## src/rtl/core/hrd_pkg.sv

```systemverilog
// ----------------------------------------------------------------------------
// hrd_pkg
// Shared types, constants and character helper functions of the HTTP response deframer.
// ----------------------------------------------------------------------------
package hrd_pkg;

	localparam int WinLen       = 18;
	localparam int ValueMaxLen  = 64;
	localparam int ChunkLineMax = 16;

	typedef enum logic [2:0] {
		M_IDLE  = 3'd0,
		M_VALUE = 3'd1,
		M_BODY  = 3'd2,
		M_CSIZE = 3'd3,
		M_CDATA = 3'd4
	} mode_t;

	typedef enum logic [3:0] {
		K_BLANK  = 4'd0,
		K_HTTP10 = 4'd1,
		K_HTTP11 = 4'd2,
		K_SERVER = 4'd3,
		K_CTYPE  = 4'd4,
		K_TENC   = 4'd5,
		K_CONN   = 4'd6,
		K_CENC   = 4'd7,
		K_CLEN   = 4'd8,
		K_NONE   = 4'd15
	} key_t;

	typedef struct packed {
		logic [7:0] body_byte;
		logic       has_byte;
		logic       transfer_end;
		logic       chunk_error;
	} result_t;

	function automatic logic [3:0] hex_val(input logic [7:0] c);
		logic [3:0] v;
		v = 4'd0;
		if (c >= 8'h30 && c <= 8'h39) v = 4'(c - 8'h30);
		else if (c >= 8'h61 && c <= 8'h66) v = 4'(c - 8'h57);
		else if (c >= 8'h41 && c <= 8'h46) v = 4'(c - 8'h37);
		return v;
	endfunction

	function automatic logic is_hex(input logic [7:0] c);
		return (c >= 8'h30 && c <= 8'h39) || (c >= 8'h61 && c <= 8'h66) ||
			(c >= 8'h41 && c <= 8'h46);
	endfunction

	function automatic logic is_blank(input logic [7:0] c);
		return c == 8'h20 || (c >= 8'h09 && c <= 8'h0d);
	endfunction

endpackage

```

## src/rtl/core/http_response_deframer_top.sv

```systemverilog
// ----------------------------------------------------------------------------
// http_response_deframer_top
// HTTP/1.x response body extractor on byte streams.
// ----------------------------------------------------------------------------
// One response byte per cycle in, at most one result per byte out. A byte is
// registered, then parsed against the key window and the mode register; the
// result lands in an output register. Throughput is one byte per cycle while
// the output is not stalled; a result shows on m_tvalid once its byte has
// passed the input and output registers; output stalls hold the input side.
module http_response_deframer_top import hrd_pkg::*; (
	input  logic        clk,
	input  logic        arst_n,
	input  logic        s_tvalid,
	output logic        s_tready,
	input  logic [7:0]  s_tdata,   // [7:0] data_byte
	output logic        m_tvalid,
	input  logic        m_tready,
	output logic [7:0]  m_tdata,   // [7:0] body_byte
	output logic        m_tlast,   // transfer_end
	output logic [1:0]  m_tuser    // [0] has_byte, [1] chunk_error
);
	logic       v_s1, v_s2, adv;
	logic [7:0] c_s1;
	result_t    res, res_s2;
	logic       rv;

	// stage 1 advances when its result can go to the output register
	assign adv      = !v_s2 || m_tready;
	assign s_tready = !v_s1 || adv;

	hrd_parser u_parser (
		.clk(clk), .arst_n(arst_n), .en(v_s1 && adv), .c(c_s1),
		.res(res), .res_valid(rv)
	);

	always_ff @(posedge clk or negedge arst_n) begin
		if (!arst_n) begin
			v_s1 <= 1'b0; v_s2 <= 1'b0;
		end else begin
			if (s_tready) v_s1 <= s_tvalid;
			if (adv) v_s2 <= v_s1 && rv;
		end
	end

	always_ff @(posedge clk) begin
		if (s_tready && s_tvalid) c_s1 <= s_tdata;
		if (adv && v_s1 && rv) res_s2 <= res;
	end

	assign m_tvalid = v_s2;
	assign m_tdata  = res_s2.body_byte;
	assign m_tlast  = res_s2.transfer_end;
	assign m_tuser  = {res_s2.chunk_error, res_s2.has_byte};
endmodule

```

## src/rtl/core/hrd_keymatch.sv

```systemverilog
// ----------------------------------------------------------------------------
// hrd_keymatch
// Match window shift register and parallel key compare on the tail.
// ----------------------------------------------------------------------------
module hrd_keymatch import hrd_pkg::*; (
	input  logic       clk,
	input  logic       arst_n,
	input  logic       shift,
	input  logic [7:0] c,
	output key_t       key
);
	logic [7:0] win_q [WinLen];
	logic [7:0] w [WinLen];
	logic [8*WinLen-1:0] tail;

	always_comb begin
		for (int i = 0; i < WinLen - 1; i++) w[i] = win_q[i + 1];
		w[WinLen - 1] = c;
	end

	// newest byte in the lowest bits
	always_comb begin
		for (int i = 0; i < WinLen; i++) tail[8*(WinLen-1-i) +: 8] = w[i];
	end

	always_ff @(posedge clk or negedge arst_n) begin
		if (!arst_n) begin
			for (int i = 0; i < WinLen; i++) win_q[i] <= '0;
		end else if (shift) begin
			for (int i = 0; i < WinLen; i++) win_q[i] <= w[i];
		end
	end

	always_comb begin
		key = K_NONE;
		if (tail[23:0] == 24'h0a_0d_0a) key = K_BLANK;
		else if (tail[63:0] == "HTTP/1.0") key = K_HTTP10;
		else if (tail[63:0] == "HTTP/1.1") key = K_HTTP11;
		else if (tail[55:0] == "Server:") key = K_SERVER;
		else if (tail[103:0] == "Content-Type:") key = K_CTYPE;
		else if (tail[143:0] == "Transfer-Encoding:") key = K_TENC;
		else if (tail[87:0] == "Connection:") key = K_CONN;
		else if (tail[135:0] == "Content-Encoding:") key = K_CENC;
		else if (tail[119:0] == "Content-Length:") key = K_CLEN;
	end
endmodule

```

## src/rtl/core/hrd_parser.sv

```systemverilog
// ----------------------------------------------------------------------------
// hrd_parser
// Mode register, value parsing and body counting for one byte per cycle when enabled.
// ----------------------------------------------------------------------------
module hrd_parser import hrd_pkg::*; (
	input  logic       clk,
	input  logic       arst_n,
	input  logic       en,
	input  logic [7:0] c,
	output result_t    res,
	output logic       res_valid
);
	mode_t       mode_q, mode_d;
	key_t        mkey_q, mkey_d, key;
	logic        status_q, status_d, chunked_q, chunked_d;
	logic [31:0] blen_q, blen_d, csize_q, csize_d, cnt_q, cnt_d, acc_q, acc_d;
	logic        fnum_q, fend_q, fneg_q, fbad_q, fzero_q, fsign_q;
	logic        fnum_d, fend_d, fneg_d, fbad_d, fzero_d, fsign_d;
	logic [7:0]  held_q, held_d, hb;
	logic [31:0] cnt1;
	logic [3:0]  dv;
	logic [35:0] mul10;
	logic [7:0]  ok_ch;

	hrd_keymatch u_km (
		.clk(clk), .arst_n(arst_n), .shift(en && (mode_q == M_IDLE || mode_q > M_CDATA)),
		.c(c), .key(key)
	);

	assign cnt1 = cnt_q + 32'd1;

	always_comb begin
		case (cnt_q[2:0])
			3'd0: ok_ch = "2";
			3'd1: ok_ch = "0";
			3'd2: ok_ch = "0";
			3'd3: ok_ch = " ";
			3'd4: ok_ch = "O";
			default: ok_ch = "K";
		endcase
	end

	always_comb begin
		mode_d = mode_q; mkey_d = mkey_q; status_d = status_q; chunked_d = chunked_q;
		blen_d = blen_q; csize_d = csize_q; cnt_d = cnt_q; acc_d = acc_q;
		fnum_d = fnum_q; fend_d = fend_q; fneg_d = fneg_q; fbad_d = fbad_q;
		fzero_d = fzero_q; fsign_d = fsign_q; held_d = held_q;
		res = '0; res_valid = 1'b0;
		dv = 4'(c - 8'h30);
		mul10 = {4'd0, acc_q} * 36'd10 + 36'(dv);
		hb = held_q;
		case (mode_q)
			M_VALUE: begin
				if (cnt_q == 32'd0 && c == 8'h20) begin
				end else if (c == 8'h0d) begin
					mode_d = M_IDLE;
					if (mkey_q == K_CLEN) begin
						blen_d = fneg_q ? 32'd0 : acc_q;
						chunked_d = 1'b0;
					end else if (mkey_q == K_HTTP10 || mkey_q == K_HTTP11) begin
						blen_d = '0; csize_d = '0; chunked_d = 1'b0; status_d = 1'b1;
						if (fbad_q || cnt_q != 32'd6) begin
							res_valid = 1'b1; res.transfer_end = 1'b1;
						end
					end else if (mkey_q == K_TENC) begin
						chunked_d = 1'b1;
					end
				end else begin
					if (cnt_q >= 32'd6 || ok_ch != c) fbad_d = 1'b1;
					if (!fend_q) begin
						if (!(fnum_q || fsign_q) && is_blank(c)) begin
						end else if (!(fnum_q || fsign_q) && (c == "+" || c == "-")) begin
							fsign_d = 1'b1;
							if (c == "-") fneg_d = 1'b1;
						end else if (c >= "0" && c <= "9") begin
							acc_d = (mul10[35:32] != 4'd0) ? 32'hFFFF_FFFF : mul10[31:0];
							fnum_d = 1'b1;
						end else fend_d = 1'b1;
					end
					cnt_d = cnt1;
					if (cnt1 >= 32'(ValueMaxLen)) mode_d = M_IDLE;
				end
			end
			M_BODY: begin
				cnt_d = cnt1;
				res_valid = 1'b1; res.body_byte = c; res.has_byte = 1'b1;
				if (cnt1 >= blen_q) begin
					mode_d = M_IDLE; res.transfer_end = 1'b1;
				end
			end
			M_CSIZE: begin
				if (cnt_q == 32'd0 && (c == 8'h0d || c == 8'h0a)) begin
				end else begin
					cnt_d = cnt1;
					if (c == 8'h0a && cnt1 > 32'd2) begin
						if (!fnum_q) begin
							mode_d = M_IDLE; res_valid = 1'b1; res.chunk_error = 1'b1;
						end else begin
							csize_d = acc_q; cnt_d = '0;
							if (acc_q == 32'd0) begin
								mode_d = M_IDLE; res_valid = 1'b1; res.transfer_end = 1'b1;
							end else mode_d = M_CDATA;
						end
					end else begin
						if (cnt1 > 32'd1 && !fend_q) begin
							if (!fnum_q) begin
								if (is_blank(hb)) begin
								end else if (!is_hex(hb)) fend_d = 1'b1;
								else begin
									fnum_d = 1'b1; acc_d = {28'd0, hex_val(hb)};
									if (hb == "0") fzero_d = 1'b1;
								end
							end else if (fzero_q && (hb == "x" || hb == "X")) begin
								fzero_d = 1'b0;
							end else begin
								fzero_d = 1'b0;
								if (!is_hex(hb)) fend_d = 1'b1;
								else if (acc_q > 32'h0FFF_FFFF) acc_d = 32'hFFFF_FFFF;
								else acc_d = {acc_q[27:0], hex_val(hb)};
							end
						end
						held_d = c;
						if (cnt1 >= 32'(ChunkLineMax)) mode_d = M_IDLE;
					end
				end
			end
			M_CDATA: begin
				cnt_d = cnt1;
				res_valid = 1'b1; res.body_byte = c; res.has_byte = 1'b1;
				if (cnt1 >= csize_q) begin
					mode_d = M_CSIZE; cnt_d = '0; acc_d = '0; held_d = '0;
					{fnum_d, fend_d, fneg_d, fbad_d, fzero_d, fsign_d} = '0;
				end
			end
			default: begin
				mode_d = M_IDLE;
				if (key != K_NONE && key != K_BLANK) begin
					mkey_d = key; mode_d = M_VALUE;
					cnt_d = '0; acc_d = '0; held_d = '0;
					{fnum_d, fend_d, fneg_d, fbad_d, fzero_d, fsign_d} = '0;
				end else if (key == K_BLANK && status_q) begin
					status_d = 1'b0;
					if (chunked_q || blen_q != 32'd0) begin
						mode_d = chunked_q ? M_CSIZE : M_BODY;
						cnt_d = '0; acc_d = '0; held_d = '0;
						{fnum_d, fend_d, fneg_d, fbad_d, fzero_d, fsign_d} = '0;
					end
				end
			end
		endcase
		if (!en) res_valid = 1'b0;
	end

	always_ff @(posedge clk or negedge arst_n) begin
		if (!arst_n) begin
			mode_q <= M_IDLE; mkey_q <= K_BLANK; status_q <= 1'b0; chunked_q <= 1'b0;
			blen_q <= '0; csize_q <= '0; cnt_q <= '0; acc_q <= '0; held_q <= '0;
			{fnum_q, fend_q, fneg_q, fbad_q, fzero_q, fsign_q} <= '0;
		end else if (en) begin
			mode_q <= mode_d; mkey_q <= mkey_d; status_q <= status_d; chunked_q <= chunked_d;
			blen_q <= blen_d; csize_q <= csize_d; cnt_q <= cnt_d; acc_q <= acc_d;
			held_q <= held_d;
			{fnum_q, fend_q, fneg_q, fbad_q, fzero_q, fsign_q} <=
				{fnum_d, fend_d, fneg_d, fbad_d, fzero_d, fsign_d};
		end
	end
endmodule

```

## config.mk

```make
export PLATFORM = sky130hd
export DESIGN_NAME = http_response_deframer_top
export DESIGN_NICKNAME = d
export VERILOG_FILES = /design/src/rtl/core/hrd_pkg.sv /design/src/rtl/core/http_response_deframer_top.sv /design/src/rtl/core/hrd_keymatch.sv /design/src/rtl/core/hrd_parser.sv
export SDC_FILE = /design/constraint.sdc
export NUM_CORES = 1
export LEC_CHECK = 0
export BUFFER_PORTS_ARGS = -buffer_cell sky130_fd_sc_hd__buf_4
export CELL_PAD_IN_SITES_DETAIL_PLACEMENT = 2
export CELL_PAD_IN_SITES_GLOBAL_PLACEMENT = 2
export CORE_ASPECT_RATIO = 2
export CORE_UTILIZATION = 45
export DETAILED_ROUTE_END_ITERATION = 8
export HOLD_SLACK_MARGIN = 0.15
export PLACE_DENSITY = 0.87
export SLEW_MARGIN = 20
export SYNTH_ARGS = -nofsm -noshare
export SYNTH_HDL_FRONTEND = slang
export SYNTH_SLANG_ARGS = --single-unit
export TNS_END_PERCENT = 10
```

## constraint.sdc

```tcl
create_clock -name clk -period 9.93 [get_ports clk]
set_clock_uncertainty 0.2 [all_clocks]
set_input_delay 1.4895 -clock clk [delete_from_list [all_inputs] [get_ports clk]]
set_output_delay 1.4895 -clock clk [all_outputs]
set_load 0.01 [all_outputs]
```

# --- Word level (Yosys, flattened, before mapping) ---
# Index checks and enable logic that the tools add are counted.
word_totals:
  mem_bits_rw: 0
  word_cells: 373
  out_inout_bits: 13
  latchBits: 0
  mem_count: 0
  ff_bits: 308
  romBits: 0
classes:
  muxes: 157
  addsub: 6
  n_mul: 1
  shift: 0
  reduce_logical: 81
  div: 0
  bitwise_logic: 8
  n_eq_ne: 60
  n_lt_le_gt_ge: 21
ops:
  columns: ["cell", "count"]
  rows:
  - ["$mux 32", 35]
  - ["$pmux 32 s4", 2]
  - ["$eq 144x143->1 const B", 1]
  - ["$eq 136x135->1 const B", 1]
  - ["$eq 64x63->1 const B", 2]
  - ["$eq 120x119->1 const B", 1]
  - ["$eq 104x103->1 const B", 1]
  - ["$eq 88x87->1 const B", 1]
  - ["$mux 1", 74]
  - ["$ge 32x32->1", 2]
  - ["$logic_not 32->1", 2]
  - ["$pmux 32 s2", 1]
  - ["$eq 56x55->1 const B", 1]
  - ["$mux 8", 6]
  - ["$mux 4", 11]
  - ["$mux 3", 14]
  - ["$eq 8x6->1 const B", 5]
  - ["$add 36x4->36", 1]
  - ["$mul 32x3->35 const B", 1]
  - ["$add 32x1->32 const B", 1]
  - ["$ge 32x3->1 const B", 1]
  - ["$ge 32x5->1 const B", 1]
  - ["$ge 32x7->1 const B", 1]
  - ["$gt 32x1->1 const B", 1]
  - ["62 further kinds", 167]

# --- Depth between registers and ports, before layout ---
logic_depth:
  ltp_word: 15
  mapped_depth: 20
  mapped_depth_nobuf: 17

# --- By module ---
# A second synthesis with hierarchy kept.
hier_totals:
  cells_unflattened: 2072
  hier_area_um2: 19847.8
by_module_without_submodules:
  columns: ["mod", "cells_each", "n_inst", "area_per_inst_um2"]
  rows:
  - ["hrd_parser", 1604, 1, 13120.1]
  - ["hrd_keymatch", 439, 1, 6045.8]
  - ["http_response_deframer_top", 29, 1, 681.9]

# --- Least setup slack after synthesis ---
# OpenSTA, ideal clock, no wires.
synth_timing:
  kind: "register -> register"
  startpoint: "register u_parser.acc_q[1]"
  endpoint: "register u_parser.acc_q[27]"
  arrival_time_ps: 4432
  required_time_ps: 9588
  setup_ps: 142
  path_buffers: 2
  stages_incl_launch_ff: 17
  path_slack_ps: 5156
  path_cell_list: "dfrtp_1 > ha_1 > ha_1 > inv_1 > fa_1 > nor2b_1 > o31a_1 > o21ai_0 > a32o_1 > a311oi_1 > nand4bb_1 > or4_1 > or4_1 > buf_2 > buf_6 > a221oi_1 > o221ai_1"
synth_via:
  elab_chain_cells: 11
  word_cells_on_any_way: 19
synth_rtl:
  columns: ["item", "line", "text"]
  rows:
  - ["start: declaration", "hrd_parser.sv:16", "logic [31:0] blen_q, blen_d, csize_q, csize_d, cnt_q, cnt_d, acc_q, acc_d;"]
  - ["start signal: assignment", "hrd_parser.sv:157", "blen_q <= '0; csize_q <= '0; cnt_q <= '0; acc_q <= '0; held_q <= '0;"]
  - ["start signal: assignment", "hrd_parser.sv:161", "blen_q <= blen_d; csize_q <= csize_d; cnt_q <= cnt_d; acc_q <= acc_d;"]
  - ["$mul 32x3->35", "hrd_parser.sv:50", "mul10 = {4'd0, acc_q} * 36'd10 + 36'(dv);"]
  - ["$add 36x4->36", "hrd_parser.sv:50", null]
  - ["$reduce_bool 4->1", "hrd_parser.sv:76", "acc_d = (mul10[35:32] != 4'd0) ? 32'hFFFF_FFFF : mul10[31:0];"]
  - ["$mux 32", "hrd_parser.sv:76", null]
  - ["$mux 32", "hrd_parser.sv:75", "end else if (c >= \"0\" && c <= \"9\") begin"]
  - ["$mux 32", "hrd_parser.sv:72", "end else if (!(fnum_q || fsign_q) && (c == \"+\" || c == \"-\")) begin"]
  - ["$mux 32", "hrd_parser.sv:71", "if (!(fnum_q || fsign_q) && is_blank(c)) begin"]
  - ["$mux 32", "hrd_parser.sv:70", "if (!fend_q) begin"]
  - ["$mux 32", "hrd_parser.sv:55", "end else if (c == 8'h0d) begin"]
  - ["$mux 32", "hrd_parser.sv:54", "if (cnt_q == 32'd0 && c == 8'h20) begin"]
  - ["$pmux 32 s4 (*)", "hrd_parser.sv:52", "case (mode_q)"]
# Every way passes the cells marked *; elsewhere a longest branch is shown, timed or not. The select of a mux whose other input is x is not followed.
# A chain may end at the register's enable or synchronous reset.

# --- Worst setup path in the final report ---
layout_timing:
  startpoint: "register u_parser.acc_q[1]"
  endpoint: "register u_parser.acc_q[30]"
# Same word-level chain as after synthesis.

==> impl_results.md <==
* Status: finished clean
* Post-route ant nets at 0
* Mux contribution to synthesized area at 9.773%
* Final Setup Violations at 0
* Crit share post-route at between 70% and 80%
* Critical Path Sink Type: register
* GRT Util Overall at approximately two fifths
* IO Count at 25
* Total negative setup slack at 0 ps
* Part of the Yosys area used for sequential elements at ~38%
* Worst-path fanout max at 26
* # Post-CTS Setup Buffers at 0
* Combinational share of power at 21.3%
* Max_slew headroom at a little over an eighth
* PwrDens at 174.7 nW/um^2
* Area delta synth->final at 8.518%
* Primary FF master, synth: dfrtp_1
* Critical Path Start: u_parser.acc_q[1]
* Crit Reg-Reg Startpoint: u_parser.acc_q[1]
* Die height at around 300 um
* Die width at 153.4 um
* RSZ-0062 raised after global routing: false
* Post-CTS Resized at 0
* Fmax at 141.1 MHz
* Nets at approximately 2,300
* Post-layout instance area at 22,400 um^2
* Placer Congestion at 0.9765
* Switch Pwr at 1.444 mW
* Die area at between 40,000 and 50,000 um^2
* Synth cell types at between 80 and 90
* Clk_lat worst skew at approximately 620 ps
* Crit path launch type: register
* WP data arrival at about 7300 ps
* Share of async-settable or async-resettable flops after synthesis at between 90% and 100%
* Synth Area in XOR/XNOR at about 2.8%
* Vias in the first global route at between 20,000 and 25,000
* Row count at 110
* Post-Synth Simple-Gate Area at 20.63%
* Aggregate global routing overflow at 0
* Adder-cell area share of the yosys netlist at between 8 and 9%
* DR pass1 iterations at 5
* Peak supply drop at about 0.20 mV
* Clock root buffer: clkbuf_16
* Int Pwr at about 2.5 mW
* Hold slack at around 320 ps
* Top sig layer: met4
* # clock sinks at ~300
* Clock network fraction of design power at between 30% and 40%
* Antenna violations before repair at 5
* P_leak at a little over 10 nW
* Largest net degree at the start of global routing at roughly 80
* Met2 routed wirelength at just under 50,000 um
* Worst-Margin Slew at around 1300 ps
* Initial Util at between 40% and 50%
* Syn_area_per_cell at ~9.4 um^2
* Met1 WL at about 30,000 um
* Synth Area in Compound Gates at roughly 16%
* Final slew viol count at 0
* CP Data Required Time at between 10,000 and 15,000 ps
* Largest family of logic cells by synthesized area: simple AND/OR/NAND/NOR gates
* Share of post-route cells with drive strength above 1 at a little over an eighth
* Avg WL per Cell at roughly 34 um
* H-tree depth at 1
* CTS tree: done
* Critical path type: reg2reg
* CTS Buf Count at 30
* Cells after synthesis at 2,195
* Worst Hold Class: reg2reg
* Dpl cell area at around 21,000 um^2
* 1st-iter DRT viols at 1,216
* Synth Cell Area at 20,640 um^2
* Post-DP HPWL at about 65,000 um
* Post-synth EDFFs at 19
* Minimum clock period at roughly 7000 ps
* CTS Hold Bufs at 0
* Max clock buf depth at 3
* Core box area at 45,140 um^2
* Max-cap violations at 0
* Post-Syn Nets at 2,349
* Hold path startpoint: u_parser.u_km.tail[138]
* Reg clk slew, reported paths at approximately 70 ps
* IO Port Bufs at 24
* Final WS setup at between 2000 and 3000 ps
* Sw frac at around 37%
* Ys Warns at 0
* DRC viols at 0
* Routed WL at roughly 93,000 um
* Final hold vios at 0
* Vias/cell at slightly above 7
* Flop pwr share at between 40% and 50%
* Synth Register Bits at 308
* Pre-CTS setup slack at roughly 3000 ps
* Vias at around 19,000
* Routed wl met3 at 4040 um
* Global-route wire length before repair at 140,500 um
## area by class of cell
type	count	area (um^2)
clock inverter	16	214.0
inverter	128	480.5
tap	560	700.7
sequential	308	7802
fill	4734	22750
timing repair buffer	49	379.1
multi-input combinational	1648	11970
clock buffer	38	832.0
antenna	5	12.51
## power groups by stage
stage	registers, mW	clock network (mW)	logic, mW
final	1.80	1.28	0.832
after global routing	1.79	1.32	0.880
after CTS	1.76	1.29	0.820
after detailed placement	1.76	0	0.775
after global placement	1.74	0	0.722
after floorplan	1.59	0	0.516
## metal layers
layer / vias up / track usage, %
li1: 8152 / -
met1: 9948 / 36.88
met2: 763 / 73.87
met3: 510 / 6.583
met4: 0 / 37.23
met5: - / 0
## worst max-delay path: stages (launching register included)
cell	delay, ps
dfrtp_1	550
ha_1	370
ha_1	230
inv_1	80
fa_1	420
nor2b_1	280
o31a_1	390
o21ai_0	270
a32o_1	280
a311oi_1	650
nand4bb_1	360
or4_1	700
or4_1	980
a2111oi_1	1000
o211ai_1	150
## flip-flops by register name, summed over array words and instances (netlist names), 2 cells and up
register	flops
u_parser.u_km.tail	136
u_parser.acc_q	32
u_parser.blen_q	32
u_parser.cnt_q	32
u_parser.csize_q	32
c_s1	8
m_tdata	8
u_parser.hb	8
u_parser.mkey_q	4
u_parser.mode_q	3
m_tuser	2
## path summary, 6_finish.rpt
path / end / slack [ps] / cells after the start
min in group asynchronous: u_parser.fbad_q / 600 / 1
max: u_parser.acc_q[30] / 2840 / 14
min: u_parser.u_km.tail[138] / 320 / 1
max in group asynchronous: u_parser.u_km.tail[62] / 6750 / 3
max reg2reg: u_parser.acc_q[30] / 2840 / 14
min reg2reg: u_parser.u_km.tail[138] / 320 / 1
## placed cells by master (no fill, tap or decap), drive strengths merged, types with 14 or more instances in the layout
master / count
ha: 140
nand2: 167
nand3: 74
buf: 48
clkbuf: 39
o31ai: 15
or2: 15
o21ai: 166
dfrtp: 289
mux2: 140
nor4b: 15
xor2: 27
nand2b: 22
a21o: 28
nand4b: 17
or3: 23
mux2i: 44
o211ai: 28
or4: 14
o21a: 16
and2: 23
a31oi: 16
nor2: 108
edfxtp: 19
xnor2: 38
a211oi: 37
nor3: 53
nor2b: 14
and3: 17
a21oi: 69
nand4: 58
nor4: 70
inv: 129
o221ai: 22
## synth_stat cells (11+ instances only)
master / count / share of area, %
mux2_2: 140 / 7.6
nand3_1: 74 / 1.8
xnor2_1: 38 / 1.6
and2_1: 23 / 0.70
nand4_1: 58 / 1.8
nand2_1: 166 / 3.0
nor4_1: 70 / 2.1
nor4bb_1: 11 / 0.53
a31oi_1: 16 / 0.49
mux2i_1: 44 / 2.1
nor2_1: 108 / 2.0
a21oi_1: 68 / 1.6
a22o_1: 11 / 0.47
xor2_1: 27 / 1.1
edfxtp_1: 19 / 2.8
a21o_1: 28 / 1.0
nor2b_1: 14 / 0.42
or4b_2: 12 / 0.58
clkbuf_1: 88 / 1.6
nand3b_1: 12 / 0.44
and3_1: 17 / 0.52
inv_1: 127 / 2.3
o31ai_1: 15 / 0.55
a2111oi_0: 11 / 0.47
nand4b_1: 17 / 0.72
nand2b_1: 22 / 0.67
dfrtp_1: 289 / 35
a211oi_1: 37 / 1.3
o21a_1: 16 / 0.58
nor3_1: 53 / 1.3
or4_1: 14 / 0.51
or2_2: 14 / 0.42
ha_1: 140 / 8.5
nor4b_1: 15 / 0.64
o211ai_1: 27 / 0.98
buf_2: 18 / 0.44
o21ai_0: 161 / 3.9
o221ai_1: 22 / 0.93
or3_1: 22 / 0.67
## cells by family after synthesis
| kind of cell | Yosys count |
|---|---|
| mux | 184 |
| xor+xnor | 65 |
| buf+inv | 239 |
| simple gates | 764 |
| compound gates | 493 |
| fa+ha+maj | 142 |
| flops | 308 |
## per-stage QoR
step / std cells / power, mW / util [%]
final: 2752 / 3.913 / 49.61
after global routing: 2751 / 3.995 / 49.60
after CTS: 2746 / 3.874 / 49.51
after detailed placement: 2692 / 2.538 / 47.20
after global placement: 2692 / 2.461 / 47.20
after floorplan: 2195 / 2.108 / -
Power figures use the tool's default switching activity.
